[config.mk]
export PLATFORM = sky130hd
export DESIGN_NAME = latin1_substring_matcher_top_flat
export DESIGN_NICKNAME = d
export VERILOG_FILES = /design/src/hw/rtl/lsm_pkg.sv /design/src/hw/rtl/lsm_text_if.sv /design/src/hw/rtl/lsm_result_if.sv /design/src/hw/rtl/latin1_substring_matcher_top.sv /design/src/flat_wrapper.sv
export SDC_FILE = /design/constraint.sdc
export NUM_CORES = 1
export LEC_CHECK = 0
export BUFFER_PORTS_ARGS = -buffer_cell sky130_fd_sc_hd__buf_2
export CAP_MARGIN = 20
export CORE_MARGIN = 4
export CORE_UTILIZATION = 58
export DETAILED_ROUTE_END_ITERATION = 12
export GPL_TIMING_DRIVEN = 0
export HOLD_SLACK_MARGIN = 0.08
export PLACE_DENSITY = 0.78
export SETUP_SLACK_MARGIN = 0.05
export SYNTH_ARGS = -nofsm -noshare
export SYNTH_HDL_FRONTEND = slang
export SYNTH_SLANG_ARGS = --single-unit
[constraint.sdc]
create_clock -name clk -period 8.75 [get_ports clk]
set_input_delay 2.1875 -clock clk [delete_from_list [all_inputs] [get_ports clk]]
set_output_delay 2.1875 -clock clk [all_outputs]
set_load 0.02 [all_outputs]
[src/hw/rtl/lsm_pkg.sv]
`timescale 1ns / 1ps
// ----------------------------------------------------------------------------
// lsm_pkg
// Shared constants, codes and the Latin-1 case fold for the substring matcher.
// ----------------------------------------------------------------------------
package lsm_pkg;

    localparam int PATTERN_BYTES_DEF = 16;
    localparam int POSITION_BITS_DEF = 16;
    localparam int START_BITS        = 16;
    localparam int LEN_BITS          = 5;
    localparam int CFG_DATA_BITS     = 64;
    localparam int CFG_INDEX_BITS    = 2;
    localparam int PATTERN_BITS      = 128;

    localparam logic [CFG_INDEX_BITS-1:0] CFG_PATTERN_LOW      = 2'd0;
    localparam logic [CFG_INDEX_BITS-1:0] CFG_PATTERN_HIGH     = 2'd1;
    localparam logic [CFG_INDEX_BITS-1:0] CFG_PATTERN_LENGTH   = 2'd2;
    localparam logic [CFG_INDEX_BITS-1:0] CFG_CASE_INSENSITIVE = 2'd3;

    localparam logic [1:0] STATUS_FOUND     = 2'd0;
    localparam logic [1:0] STATUS_NOT_FOUND = 2'd1;
    localparam logic [1:0] STATUS_TOO_LONG  = 2'd2;

    function automatic logic [7:0] fold(input logic [7:0] c);
        logic [7:0] r;
        r = c;
        if (c >= 8'h41 && c <= 8'h5A)
        begin
            r = c + 8'h20;
        end
        else if (c >= 8'hC0 && c <= 8'hDE && c != 8'hD7)
        begin
            r = c + 8'h20;
        end
        return r;
    endfunction

endpackage

[src/hw/rtl/lsm_text_if.sv]
`timescale 1ns / 1ps
// ----------------------------------------------------------------------------
// lsm_text_if
// Text byte channel: valid/ready handshake with at most one text byte per transaction.
// ----------------------------------------------------------------------------
interface lsm_text_if;
    logic        valid;
    logic        ready;
    logic [7:0]  text_byte;
    logic        has_byte;
    logic        first_byte;
    logic        last_byte;
    logic [15:0] start_from;

    modport source (output valid, output text_byte, output has_byte, output first_byte,
                    output last_byte, output start_from, input ready);
    modport sink   (input valid, input text_byte, input has_byte, input first_byte,
                    input last_byte, input start_from, output ready);
endinterface

[src/hw/rtl/lsm_result_if.sv]
`timescale 1ns / 1ps
// ----------------------------------------------------------------------------
// lsm_result_if
// Result channel: valid/ready handshake carrying status and match position.
// ----------------------------------------------------------------------------
interface lsm_result_if #(parameter int POSITION_BITS = 16);
    logic                     valid;
    logic                     ready;
    logic [1:0]               status;
    logic [POSITION_BITS-1:0] position;

    modport source (output valid, output status, output position, input ready);
    modport sink   (input valid, input status, input position, output ready);
endinterface

[src/hw/rtl/latin1_substring_matcher_top.sv]
`timescale 1ns / 1ps
// ----------------------------------------------------------------------------
// latin1_substring_matcher_top
// Streaming substring search over Latin-1 text with optional case folding.
//
// Channel  Dir  Handshake     Payload
// text     in   valid/ready   text_byte, has_byte, first_byte, last_byte, start_from
// result   out  valid/ready   status, position
// cfg      in   cfg_we        cfg_index, cfg_data
//
// One text byte per cycle while text.ready is high; a result passes from the input
// register through the window compare into a 2-deep result queue, whose head drives
// the result port.
// Reset clears configuration, search state and the queue; no clearing pass.
// text.ready drops only while an item waits in the input register and the
// result queue holds two results.
// ----------------------------------------------------------------------------
module latin1_substring_matcher_top #(
    parameter int PATTERN_BYTES = lsm_pkg::PATTERN_BYTES_DEF,
    parameter int POSITION_BITS = lsm_pkg::POSITION_BITS_DEF
) (
    input  logic                                clk,
    input  logic                                rst_n,
    lsm_text_if.sink                            text,
    lsm_result_if.source                        result,
    input  logic                                cfg_we,
    input  logic [lsm_pkg::CFG_INDEX_BITS-1:0]  cfg_index,
    input  logic [lsm_pkg::CFG_DATA_BITS-1:0]   cfg_data
);
    import lsm_pkg::*;

    localparam int SEEN_BITS = POSITION_BITS + 1;
    localparam int CMP_BITS  = (SEEN_BITS > START_BITS) ? SEEN_BITS : START_BITS + 1;
    localparam int IDX_BITS  = (PATTERN_BYTES > 1) ? $clog2(PATTERN_BYTES) : 1;
    localparam logic [LEN_BITS-1:0] LEN_MAX = LEN_BITS'(PATTERN_BYTES);
    localparam logic [1:0] QUEUE_EMPTY = 2'd0;
    localparam logic [1:0] QUEUE_ONE   = 2'd1;
    localparam logic [1:0] QUEUE_FULL  = 2'd2;

    // configuration
    logic [PATTERN_BITS-1:0] pattern_reg;
    logic [LEN_BITS-1:0]     length_reg;
    logic                    nocase_reg;

    // input register
    logic                    stg_valid_reg;
    logic [7:0]              stg_byte_reg;
    logic                    stg_has_reg;
    logic                    stg_first_reg;
    logic                    stg_last_reg;
    logic [START_BITS-1:0]   stg_start_reg;

    // search state
    logic [7:0]              recent_reg [PATTERN_BYTES];
    logic [SEEN_BITS-1:0]    seen_reg;
    logic [START_BITS-1:0]   off_reg;
    logic                    rep_reg;

    // result queue
    logic [1:0]               count_reg;
    logic [1:0]               count_next;
    logic [1:0]               q0_status_reg;
    logic [POSITION_BITS-1:0] q0_position_reg;
    logic [1:0]               q1_status_reg;
    logic [POSITION_BITS-1:0] q1_position_reg;

    logic                    advance;
    logic                    push;
    logic                    pop;
    logic [LEN_BITS-1:0]     len_used;

    logic [7:0]              base_recent [PATTERN_BYTES];
    logic [7:0]              win [PATTERN_BYTES];
    logic [SEEN_BITS-1:0]    base_seen;
    logic [START_BITS-1:0]   base_off;
    logic                    base_rep;
    logic                    in_range;
    logic [SEEN_BITS-1:0]    idx_inc;
    logic [SEEN_BITS-1:0]    seen_next;
    logic                    miss;
    logic [LEN_BITS-1:0]     tap;
    logic [7:0]              pb;
    logic [7:0]              tb;
    logic [CMP_BITS-1:0]     idx_c;
    logic [CMP_BITS-1:0]     inc_c;
    logic [CMP_BITS-1:0]     len_c;
    logic [CMP_BITS-1:0]     off_c;
    logic [CMP_BITS-1:0]     begin_c;
    logic                    hit;
    logic [CMP_BITS-1:0]     hit_pos;
    logic                    last_eff;
    logic                    report_byte;
    logic                    report_end;
    logic [1:0]              res_status;
    logic [CMP_BITS-1:0]     res_pos;
    logic [POSITION_BITS-1:0] res_position;

    always_ff @(posedge clk or negedge rst_n)
    begin
        if (!rst_n)
        begin
            pattern_reg <= '0;
            length_reg  <= '0;
            nocase_reg  <= 1'b0;
        end
        else if (cfg_we)
        begin
            unique case (cfg_index)
                CFG_PATTERN_LOW:      pattern_reg[CFG_DATA_BITS-1:0] <= cfg_data;
                CFG_PATTERN_HIGH:     pattern_reg[PATTERN_BITS-1:CFG_DATA_BITS] <= cfg_data;
                CFG_PATTERN_LENGTH:   length_reg <= cfg_data[LEN_BITS-1:0];
                CFG_CASE_INSENSITIVE: nocase_reg <= cfg_data[0];
                default:              ;
            endcase
        end
    end

    assign len_used = (length_reg > LEN_MAX) ? LEN_MAX : length_reg;

    assign advance    = stg_valid_reg && (count_reg != QUEUE_FULL);
    assign text.ready = !stg_valid_reg || (count_reg != QUEUE_FULL);

    always_ff @(posedge clk or negedge rst_n)
    begin
        if (!rst_n)
        begin
            stg_valid_reg <= 1'b0;
        end
        else if (text.ready)
        begin
            stg_valid_reg <= text.valid;
        end
    end

    always_ff @(posedge clk)
    begin
        if (text.ready && text.valid)
        begin
            stg_byte_reg  <= text.text_byte;
            stg_has_reg   <= text.has_byte;
            stg_first_reg <= text.first_byte;
            stg_last_reg  <= text.last_byte;
            stg_start_reg <= text.start_from;
        end
    end

    always_comb
    begin
        for (int i = 0; i < PATTERN_BYTES; i++)
        begin
            base_recent[i] = stg_first_reg ? 8'h00 : recent_reg[i];
        end
        base_seen = stg_first_reg ? '0 : seen_reg;
        base_off  = stg_first_reg ? stg_start_reg : off_reg;
        base_rep  = stg_first_reg ? 1'b0 : rep_reg;

        for (int i = 0; i < PATTERN_BYTES; i++)
        begin
            if (!stg_has_reg)
                win[i] = base_recent[i];
            else if (i == 0)
                win[i] = stg_byte_reg;
            else
                win[i] = base_recent[(i > 0) ? i - 1 : 0];
        end

        in_range  = !base_seen[SEEN_BITS-1];
        idx_inc   = base_seen + SEEN_BITS'(1);
        seen_next = (stg_has_reg && in_range) ? idx_inc : base_seen;

        // window compare, newest byte holds the last pattern byte
        miss = 1'b0;
        for (int k = 0; k < PATTERN_BYTES; k++)
        begin
            tap = len_used - LEN_BITS'(1) - LEN_BITS'(k);
            pb  = pattern_reg[8*k +: 8];
            tb  = win[tap[IDX_BITS-1:0]];
            if (nocase_reg)
            begin
                pb = fold(pb);
                tb = fold(tb);
            end
            if ((LEN_BITS'(k) < len_used) && (pb != tb))
                miss = 1'b1;
        end

        idx_c   = CMP_BITS'(base_seen);
        inc_c   = CMP_BITS'(idx_inc);
        len_c   = CMP_BITS'(len_used);
        off_c   = CMP_BITS'(base_off);
        begin_c = inc_c - len_c;

        if (len_used == '0)
        begin
            hit     = (idx_c == off_c);
            hit_pos = idx_c;
        end
        else
        begin
            hit     = (inc_c >= len_c) && (begin_c >= off_c) && !miss;
            hit_pos = begin_c;
        end

        last_eff    = stg_last_reg || !stg_has_reg;
        report_byte = stg_has_reg && in_range && !base_rep && hit;
        report_end  = !report_byte && last_eff && !base_rep;

        if (report_byte)
        begin
            res_status = STATUS_FOUND;
            res_pos    = hit_pos;
        end
        else if (seen_next[SEEN_BITS-1])
        begin
            res_status = STATUS_TOO_LONG;
            res_pos    = '0;
        end
        else if ((len_used == '0) && (off_c == CMP_BITS'(seen_next)))
        begin
            res_status = STATUS_FOUND;
            res_pos    = off_c;
        end
        else
        begin
            res_status = STATUS_NOT_FOUND;
            res_pos    = '0;
        end
        res_position = res_pos[POSITION_BITS-1:0];
    end

    always_ff @(posedge clk or negedge rst_n)
    begin
        if (!rst_n)
        begin
            for (int i = 0; i < PATTERN_BYTES; i++)
                recent_reg[i] <= 8'h00;
            seen_reg <= '0;
            off_reg  <= '0;
            rep_reg  <= 1'b0;
        end
        else if (advance)
        begin
            for (int i = 0; i < PATTERN_BYTES; i++)
                recent_reg[i] <= win[i];
            seen_reg <= seen_next;
            off_reg  <= base_off;
            rep_reg  <= base_rep || last_eff || report_byte;
        end
    end

    // result queue, head drives the port
    assign push = advance && (report_byte || report_end);
    assign pop  = result.valid && result.ready;

    always_comb
    begin
        count_next = count_reg;
        if (push && !pop)
            count_next = count_reg + 2'd1;
        else if (pop && !push)
            count_next = count_reg - 2'd1;
    end

    always_ff @(posedge clk or negedge rst_n)
    begin
        if (!rst_n)
            count_reg <= QUEUE_EMPTY;
        else
            count_reg <= count_next;
    end

    always_ff @(posedge clk)
    begin
        if (pop)
        begin
            q0_status_reg   <= q1_status_reg;
            q0_position_reg <= q1_position_reg;
        end
        if (push)
        begin
            if ((count_reg == QUEUE_EMPTY) || (pop && (count_reg == QUEUE_ONE)))
            begin
                q0_status_reg   <= res_status;
                q0_position_reg <= res_position;
            end
            else
            begin
                q1_status_reg   <= res_status;
                q1_position_reg <= res_position;
            end
        end
    end

    assign result.valid    = (count_reg != QUEUE_EMPTY);
    assign result.status   = q0_status_reg;
    assign result.position = q0_position_reg;

endmodule

[src/flat_wrapper.sv]
// flat-port wrapper written by rule: the top's interface ports become plain ports
module latin1_substring_matcher_top_flat import lsm_pkg::*;
#(
    parameter int PATTERN_BYTES = lsm_pkg::PATTERN_BYTES_DEF,
    parameter int POSITION_BITS = lsm_pkg::POSITION_BITS_DEF
)
  (clk, rst_n, cfg_we, cfg_index, cfg_data, text_valid, text_text_byte, text_has_byte, text_first_byte, text_last_byte, text_start_from, text_ready, result_valid, result_status, result_position, result_ready);
  lsm_text_if text_i ();
  lsm_result_if #(.POSITION_BITS(POSITION_BITS)) result_i ();
  input  logic clk;
  input  logic rst_n;
  input  logic cfg_we;
  input  logic [lsm_pkg::CFG_INDEX_BITS-1:0] cfg_index;
  input  logic [lsm_pkg::CFG_DATA_BITS-1:0] cfg_data;
  input wire logic [$bits(text_i.valid)-1:0] text_valid;
  input wire logic [$bits(text_i.text_byte)-1:0] text_text_byte;
  input wire logic [$bits(text_i.has_byte)-1:0] text_has_byte;
  input wire logic [$bits(text_i.first_byte)-1:0] text_first_byte;
  input wire logic [$bits(text_i.last_byte)-1:0] text_last_byte;
  input wire logic [$bits(text_i.start_from)-1:0] text_start_from;
  output wire logic [$bits(text_i.ready)-1:0] text_ready;
  output wire logic [$bits(result_i.valid)-1:0] result_valid;
  output wire logic [$bits(result_i.status)-1:0] result_status;
  output wire logic [$bits(result_i.position)-1:0] result_position;
  input wire logic [$bits(result_i.ready)-1:0] result_ready;
  assign text_i.valid = text_valid;
  assign text_i.text_byte = text_text_byte;
  assign text_i.has_byte = text_has_byte;
  assign text_i.first_byte = text_first_byte;
  assign text_i.last_byte = text_last_byte;
  assign text_i.start_from = text_start_from;
  assign text_ready = text_i.ready;
  assign result_valid = result_i.valid;
  assign result_status = result_i.status;
  assign result_position = result_i.position;
  assign result_i.ready = result_ready;
  latin1_substring_matcher_top #(.PATTERN_BYTES(PATTERN_BYTES), .POSITION_BITS(POSITION_BITS)) u_core (.clk(clk), .rst_n(rst_n), .text(text_i), .result(result_i), .cfg_we(cfg_we), .cfg_index(cfg_index), .cfg_data(cfg_data));
endmodule
# After elaboration in Yosys (flattened, before gate mapping)
# Index checks and enable logic that the tools add are counted.
dict set report word_totals {
  ff_bits 362
  output_inout_bits 20
  wordCells 685
}
dict set report op_classes {
  addsub 52
  order_cmp 163
  n_eq_ne 55
  mux 213
  bitwise_logic 17
  reduce_logical 151
}
# op count
set ops {}
lappend ops {{2-to-1 mux 8 bit} 160}
lappend ops {{binary-select mux 8 bit (select 4 bit)} 16}
lappend ops {{adder 8 x 6 -> 8 bit (second input constant)} 32}
lappend ops {{>= comparator 8 x 7 -> 1 bit (second input constant)} 32}
lappend ops {{>= comparator 8 bit (second input constant)} 32}
lappend ops {{less-or-equal comparator 8 x 7 -> 1 bit (second input constant)} 32}
lappend ops {{less-or-equal comparator 8 bit (second input constant)} 32}
lappend ops {{inequality test 8 bit (second input constant)} 32}
lappend ops {{2-to-1 mux 16 bit} 8}
lappend ops {{inequality test 8 bit} 16}
lappend ops {{logical AND 1 bit} 127}
lappend ops {{>= comparator 5 bit (second input constant)} 16}
lappend ops {{inverter 4 -> 5 bit} 16}
lappend ops {{< comparator 4 x 5 -> 1 bit (first input constant)} 8}
lappend ops {{2-to-1 mux 17 bit} 2}
lappend ops {{subtractor 4 bit (second input constant)} 8}
lappend ops {{< comparator 3 x 5 -> 1 bit (first input constant)} 4}
lappend ops {{2-to-1 mux 1 bit} 19}
lappend ops {{adder 17 x 1 -> 17 bit (second input constant)} 1}
lappend ops {{== test 16 x 17 -> 1 bit} 1}
lappend ops {{== test 17 x 16 -> 1 bit} 1}
lappend ops {{>= comparator 17 x 16 -> 1 bit} 1}
lappend ops {{>= comparator 17 x 5 -> 1 bit} 1}
lappend ops {{subtractor 17 x 5 -> 17 bit} 1}
lappend ops {{20 further kinds} 53}

# Logic depth before layout (Yosys ltp)
dict set report logic_depth {
  word_depth 44
  mapped_depth 39
}

# Least setup slack after synthesis
# OpenSTA, ideal clock, no wires.
dict set report synth_timing {
  path_kind {reg2reg}
  from {reg u_core.stg_first_reg}
  to {reg u_core.q1_position_reg[0], enable pin}
  setup_time_ns 0.399
  arrival_ns 8.250
  t_required_ns 8.351
  slack_ns 0.101
  path_stages_with_launch 33
  cell_sequence {edfxtp_1 > buf_2 > buf_2 > buf_1 > buf_2 > buf_1 > buf_2 > clkbuf_1 > clkbuf_1 > clkbuf_1 > clkbuf_1 > clkbuf_1 > nor2_1 > ha_1 > a21oi_1 > nand2b_1 > nand3_1 > nor4_1 > nand2_1 > mux2_2 > o22ai_1 > inv_1 > ha_1 > nand4_1 > nor4_1 > or3_1 > o21ai_0 > a2111oi_0 > or4b_1 > nor4_4 > nand2_2 > buf_2 > a21oi_1}
}
dict set report synth_via {
  elab_chain_cells 39
  elab_cells_between_ends 343
}
# item line
set synth_rtl {}
lappend synth_rtl {{start: declaration} latin1_substring_matcher_top.sv:49} ;# logic stg_first_reg;
lappend synth_rtl {{start signal: assignment} latin1_substring_matcher_top.sv:141} ;# stg_first_reg <= text.first_byte;
lappend synth_rtl {{2-to-1 mux 8 bit} latin1_substring_matcher_top.sv:151} ;# base_recent[i] = stg_first_reg ? 8'h00 : recent_reg[i];
lappend synth_rtl {{2-to-1 mux 8 bit} latin1_substring_matcher_top.sv:159} ;# if (!stg_has_reg)
lappend synth_rtl {{binary-select mux 8 bit (select 4 bit)} latin1_substring_matcher_top.sv:177} ;# tb = win[tap[IDX_BITS-1:0]];
lappend synth_rtl {{2-to-1 mux 8 bit (implied by the code) (2 in a row)} latin1_substring_matcher_top.sv:177}
lappend synth_rtl {{>= comparator 8 bit or less-or-equal comparator 8 bit (tied branches)} lsm_pkg.sv:32} ;# else if (c >= 8'hC0 && c <= 8'hDE && c != 8'hD7)
lappend synth_rtl {{logical AND 1 bit (2 in a row)} lsm_pkg.sv:32}
lappend synth_rtl {{2-to-1 mux 8 bit} lsm_pkg.sv:32}
lappend synth_rtl {{2-to-1 mux 8 bit} lsm_pkg.sv:28} ;# if (c >= 8'h41 && c <= 8'h5A)
lappend synth_rtl {{(+20 left out)} -}
lappend synth_rtl {{logical AND 1 bit} latin1_substring_matcher_top.sv:200} ;# hit = (inc_c >= len_c) && (begin_c >= off_c) && !miss;
lappend synth_rtl {{2-to-1 mux 1 bit} latin1_substring_matcher_top.sv:193} ;# if (len_used == '0)
lappend synth_rtl {{logical AND 1 bit} latin1_substring_matcher_top.sv:205} ;# report_byte = stg_has_reg && in_range && !base_rep && hit;
lappend synth_rtl {{zero test 1 bit} latin1_substring_matcher_top.sv:206} ;# report_end = !report_byte && last_eff && !base_rep;
lappend synth_rtl {{logical AND 1 bit (2 in a row)} latin1_substring_matcher_top.sv:206}
lappend synth_rtl {{logical OR 1 bit (*)} latin1_substring_matcher_top.sv:252} ;# assign push = advance && (report_byte || report_end);
lappend synth_rtl {{logical AND 1 bit (*)} latin1_substring_matcher_top.sv:252}
lappend synth_rtl {{AND reduction 2 bit (no source line) (*)} -}
lappend synth_rtl {{end signal: assignment} latin1_substring_matcher_top.sv:289} ;# q1_position_reg <= res_position;
lappend synth_rtl {{end: declaration} latin1_substring_matcher_top.sv:65} ;# logic [POSITION_BITS-1:0] q1_position_reg;
# Every way passes the cells marked *; elsewhere a longest branch is shown, timed or not. The select of a mux whose other input is x is not followed.
# A chain may end at the register's enable or synchronous reset.

# Final worst setup path
dict set report layout_timing {
  from {reg u_core.length_reg[0]}
  to {reg u_core.count_reg[1]}
}
dict set report layout_via {
  elab_chain_cells 43
  elab_cells_between_ends 357
}
# item line
set layout_rtl {}
lappend layout_rtl {{start: declaration} latin1_substring_matcher_top.sv:42} ;# logic [LEN_BITS-1:0] length_reg;
lappend layout_rtl {{start signal: assignment} latin1_substring_matcher_top.sv:111} ;# CFG_PATTERN_LENGTH: length_reg <= cfg_data[LEN_BITS-1:0];
lappend layout_rtl {{greater-than comparator 5 bit} latin1_substring_matcher_top.sv:118} ;# assign len_used = (length_reg > LEN_MAX) ? LEN_MAX : length_reg;
lappend layout_rtl {{2-to-1 mux 5 bit (*)} latin1_substring_matcher_top.sv:118}
lappend layout_rtl {{subtractor 4 x 1 -> 4 bit} latin1_substring_matcher_top.sv:175} ;# tap = len_used - LEN_BITS'(1) - LEN_BITS'(k);
lappend layout_rtl {{subtractor 4 x 1 -> 4 bit or inverter 4 -> 5 bit (tied branches)} {latin1_substring_matcher_top.sv:175, latin1_substring_matcher_top.sv:177}}
lappend layout_rtl {{inverter 4 -> 5 bit (implied by the code) or binary-select mux 8 bit (select 4 bit) (tied branches)} latin1_substring_matcher_top.sv:177}
lappend layout_rtl {{binary-select mux 8 bit (select 4 bit) or 2-to-1 mux 8 bit (tied branches)} latin1_substring_matcher_top.sv:177}
lappend layout_rtl {{2-to-1 mux 8 bit (implied by the code)} latin1_substring_matcher_top.sv:177}
lappend layout_rtl {{2-to-1 mux 8 bit (implied by the code), or another cell as far along} latin1_substring_matcher_top.sv:177}
lappend layout_rtl {{(+26 left out)} -}
lappend layout_rtl {{logical AND 1 bit (*)} latin1_substring_matcher_top.sv:205}
lappend layout_rtl {{zero test 1 bit} latin1_substring_matcher_top.sv:206}
lappend layout_rtl {{logical AND 1 bit (2 in a row)} latin1_substring_matcher_top.sv:206}
lappend layout_rtl {{logical OR 1 bit (*)} latin1_substring_matcher_top.sv:252}
lappend layout_rtl {{logical AND 1 bit (*)} latin1_substring_matcher_top.sv:252}
lappend layout_rtl {{zero test 1 bit} latin1_substring_matcher_top.sv:260} ;# else if (pop && !push)
lappend layout_rtl {{logical AND 1 bit} latin1_substring_matcher_top.sv:260}
lappend layout_rtl {{nonzero test 2 bit (no source line)} -}
lappend layout_rtl {{end signal: assignment} latin1_substring_matcher_top.sv:269} ;# count_reg <= count_next;
lappend layout_rtl {{end: declaration} latin1_substring_matcher_top.sv:60} ;# logic [1:0] count_reg;
# Marked as above.

==> flow_metrics.py <==
metrics = {
    "clock_network": {
        "cts-htree-levels": 2,
        "holdBufCountCts": 0,
        "cts_made_buffers": 40,
        "cts.clk_slew.worst_paths_ns": 0.06,
        "clock_latency_ns": 0.63,
        "clkSinkCount": 362,
        "cts_tree": "done",
        "cts_max_path_buffers": 3,
        "cts-root-buf": "clkbuf_16",
    },
    "power": {
        "p_comb_share_pct": 59.3,
        "peakVddDrop_v": 0.000231,
        "intPower_mw": 5.20,
        "cellLeakagePower_nw": 14.3,
        "power.switching_mw": 4.95,
        "cellPowerDensity_mw_per_mm2": 280,
        "swShare_pct": 48.8,
        "pwr-share-seq_pct": 23.6,
        "clock_power_share_pct": 17.2,
    },
    "timing": {
        "fmax_ghz": 0.117,
        "period_minus_slack_ns": 8.57,
        "fin_skew_ns": 0.0425,
        "rsz0062_at_grt": "false",
        "slew_viol_final": 0,
        "max_slew_margin_pct": 9.22,
        "worstMarginPinSlew_ns": 1.35,
        "tns_ns": 0,
        "setup_viol": 0,
        "hold_viol": 0,
        "fin_ws_ns": 0.180,
        "period_share_pct": 97.9,
    },
    "synth": {
        "synthAdderAreaFrac_pct": 3.76,
        "synth_edf_count": 45,
        "ys_seq_area_share_pct": 28.0,
        "synth-xor-area-share_pct": 6.02,
        "synthMuxAreaShare_pct": 20.4,
        "syn_area_per_cell_um2": 8.89,
        "yosys.area_share.simple_pct": 18.0,
        "synth_top_area_share_pct": 22.8,
        "synth_top_family_by_area": "multiplexers",
        "synth_top_area_cell": "dfrtp_1",
        "syn_area_mm2": 0.0329,
        "synth_seq_cells": 362,
        "synth_compound_area_share_pct": 19.0,
        "synth-async-reset-ratio_pct": 82.6,
        "syn_nets": 3890,
        "syn_inst": 3694,
        "synth_warnings": 0,
        "synth_ff_type": "dfrtp_1",
        "synth_cell_type_count": 105,
        "synth_top_cells_by_area": "dfrtp_1, mux2i_1, mux4_2",
    },
    "cells_and_area": {
        "fin_area_mm2": 0.0363,
        "final_cell_mix": "nand2_1, dfrtp_1, mux2i_1",
        "multi_input_area_mm2": 0.0222,
        "area_growth_pct": 10.4,
        "nNetsFinal": 4092,
        "fill_cells": 4663,
        "mostFrequentLayoutCell": "nand2_1",
        "seqCellArea_mm2": 0.00920,
        "layout-drive-gt1-share_pct": 17.2,
        "fin_util_pct": 65.2,
        "diodes": 0,
    },
    "critical_path": {
        "worstSetupStartpointType": "flop",
        "ff2ff_setup_slack_ns": 0.18,
        "end_kind": "flop",
        "slowest_delay_ns": 0.65,
        "worst_path_max_delay_cell": "mux4_2",
        "worstPathMaxFanout": 19,
        "r2r_cells": 32,
        "criticalPathCategory": "reg -> reg",
        "cp.required_ns": 9.24,
        "crit_family": "buffers and inverters",
        "crit_buf_inv": 12,
        "arrival_ns": 9.06,
        "reg2reg_to": "u_core.count_reg[1]",
        "reg2reg_from": "u_core.length_reg[0]",
    },
    "global_route": {
        "grt_start_max_net_pins": 114,
        "grt_pass1_vias": 31600,
        "antenna_found_initial": 5,
        "overflow": 0,
        "grt.total_usage_pct": 45.2,
        "grt_pass1_wl_mm": 205,
    },
    "job": {
        "drv_cap": 0,
    },
    "floorplan": {
        "start_util_pct": 59.1,
        "rows": 86,
        "dieArea_mm2": 0.0605,
        "chipWidth_um": 246,
        "io_pins": 118,
        "core_area_mm2": 0.0556,
        "die_h_um": 246,
    },
    "worst_hold_path": {
        "hold_depth": 2,
        "worstHoldStart": "u_core.recent_reg[4]",
        "hold_path.class": "reg -> reg",
        "whs_endpoint": "u_core.recent_reg[4]",
    },
    "routing": {
        "drc": 0,
        "wl_mm": 141,
        "drtIter0Drc": 4571,
        "drtAntennaViolNets": 0,
        "dr.pass1.iters": 8,
        "post_drt_via_cell_ratio": 7.28,
        "vias": 34000,
        "wl_per_cell_um": 30.2,
    },
    "place": {
        "dp_slack_ns": -3.75,
        "placed_cell_area_mm2": 0.0346,
        "gp_congestion": 1.11,
        "io_buffers": 117,
        "post-dp-hpwl_mm": 109,
    },
    "run_status": {
        "outcome": "completed",
    },
}
routing by layer:
metal | vias up | GRT usage, % | routed length, µm
li1 | 14400 | - | -
met1 | 16400 | 57.4 | 52400
met2 | 2540 | 65.8 | 58400
met3 | 666 | 16.6 | 18900
met4 | 2 | 27.0 | 11300
met5 | - | 0 | 13
power groups by stage:
stage	registers (mW)	clock network [mW]	logic, mW
after floorplan	2.32	0	3.96
after global placement	2.39	0	5.53
after detailed placement	2.40	0	5.62
after CTS	2.37	1.74	5.69
after global routing	2.42	1.82	6.31
final	2.39	1.75	6.02
layout make-up:
cell class / count / share of cell area, %
Multi-Input combinational cell: 2959 / 61.3
Sequential cell: 362 / 25.4
Buffer: 251 / 3.32
Clock buffer: 56 / 3.04
Timing Repair Buffer: 167 / 2.71
Tap cell: 748 / 2.58
Inverter: 115 / 1.19
Clock inverter: 16 / 0.538
worst register-to-register path, delay by kind of cell (launching register included):
kind,cells,cell delay (ns)
fa+ha+maj,4,1.15
compound gates,6,1.28
xor+xnor,2,0.63
simple gates,7,1.51
mux,1,0.66
buf+inv,12,2.73
flops,1,0.50
Yosys cell counts, types with 12 or more instances:
library cell    n
nand2_1       361
dfrtp_1       299
mux2i_1       256
nor3_1        255
o21ai_0       216
nor2_1        199
xnor2_1       153
mux2_2        152
clkbuf_1      143
a21oi_1       135
inv_1         108
mux4_2        104
o31ai_1       101
ha_1           97
nand3_1        73
o22ai_1        73
nor4_1         70
buf_2          67
xor2_1         64
edfxtp_1       45
a22oi_1        34
or2_2          34
a211oi_1       33
nor2b_1        33
nand2b_1       29
nand4_1        28
o32ai_1        27
a31oi_1        26
a21o_1         25
o22a_1         25
buf_1          24
and3_1         20
o211ai_1       20
buf_4          19
o221ai_1       19
a41oi_1        18
and2_1         18
dfxtp_1        18
a2111oi_0      15
a221oi_1       14
nand3b_1       13
o21a_1         13
a22o_1         12
metrics by stage:
stage / cells / hold slack (ns) / total power [mW]
floorplan: 3694 / 0.448 / 6.28
global placement: 4559 / 0.459 / 7.92
detailed placement: 4581 / 0.465 / 8.02
CTS: 4648 / 0.479 / 9.80
global route: 4674 / 0.504 / 10.5
finish: 4674 / 0.482 / 10.2
kinds of logic after synthesis:
kind of cell,after synthesis
compound gates,917
xor+xnor,221
fa+ha+maj,98
buf+inv,373
flops,362
mux,518
simple gates,1205
repair_timing:
item | 4_1_cts | 5_1_grt
pin swaps | 1 | 3
resized for setup | 29 | 29
setup buffers | 2 | 13
gates cloned | 0 | 0
setup endpoints to repair | 57 | 50
how the worst max path moves through the flow:
stage	start	to	slack, ns	cells after the start
after CTS	u_core.stg_first_reg	u_core.q1_position_reg[9]	0.06	34
after global routing	u_core.length_reg[0]	u_core.count_reg[1]	0.03	32
after detailed placement	u_core.stg_first_reg	u_core.q1_position_reg[8]	-3.75	33
final	u_core.length_reg[0]	u_core.count_reg[1]	0.18	32
after floorplan	u_core.stg_first_reg	u_core.q1_position_reg[0]	0.10	32
after global placement	u_core.stg_first_reg	u_core.q1_position_reg[8]	-4.78	32
Note: power is estimated with default switching activity, not from simulation.
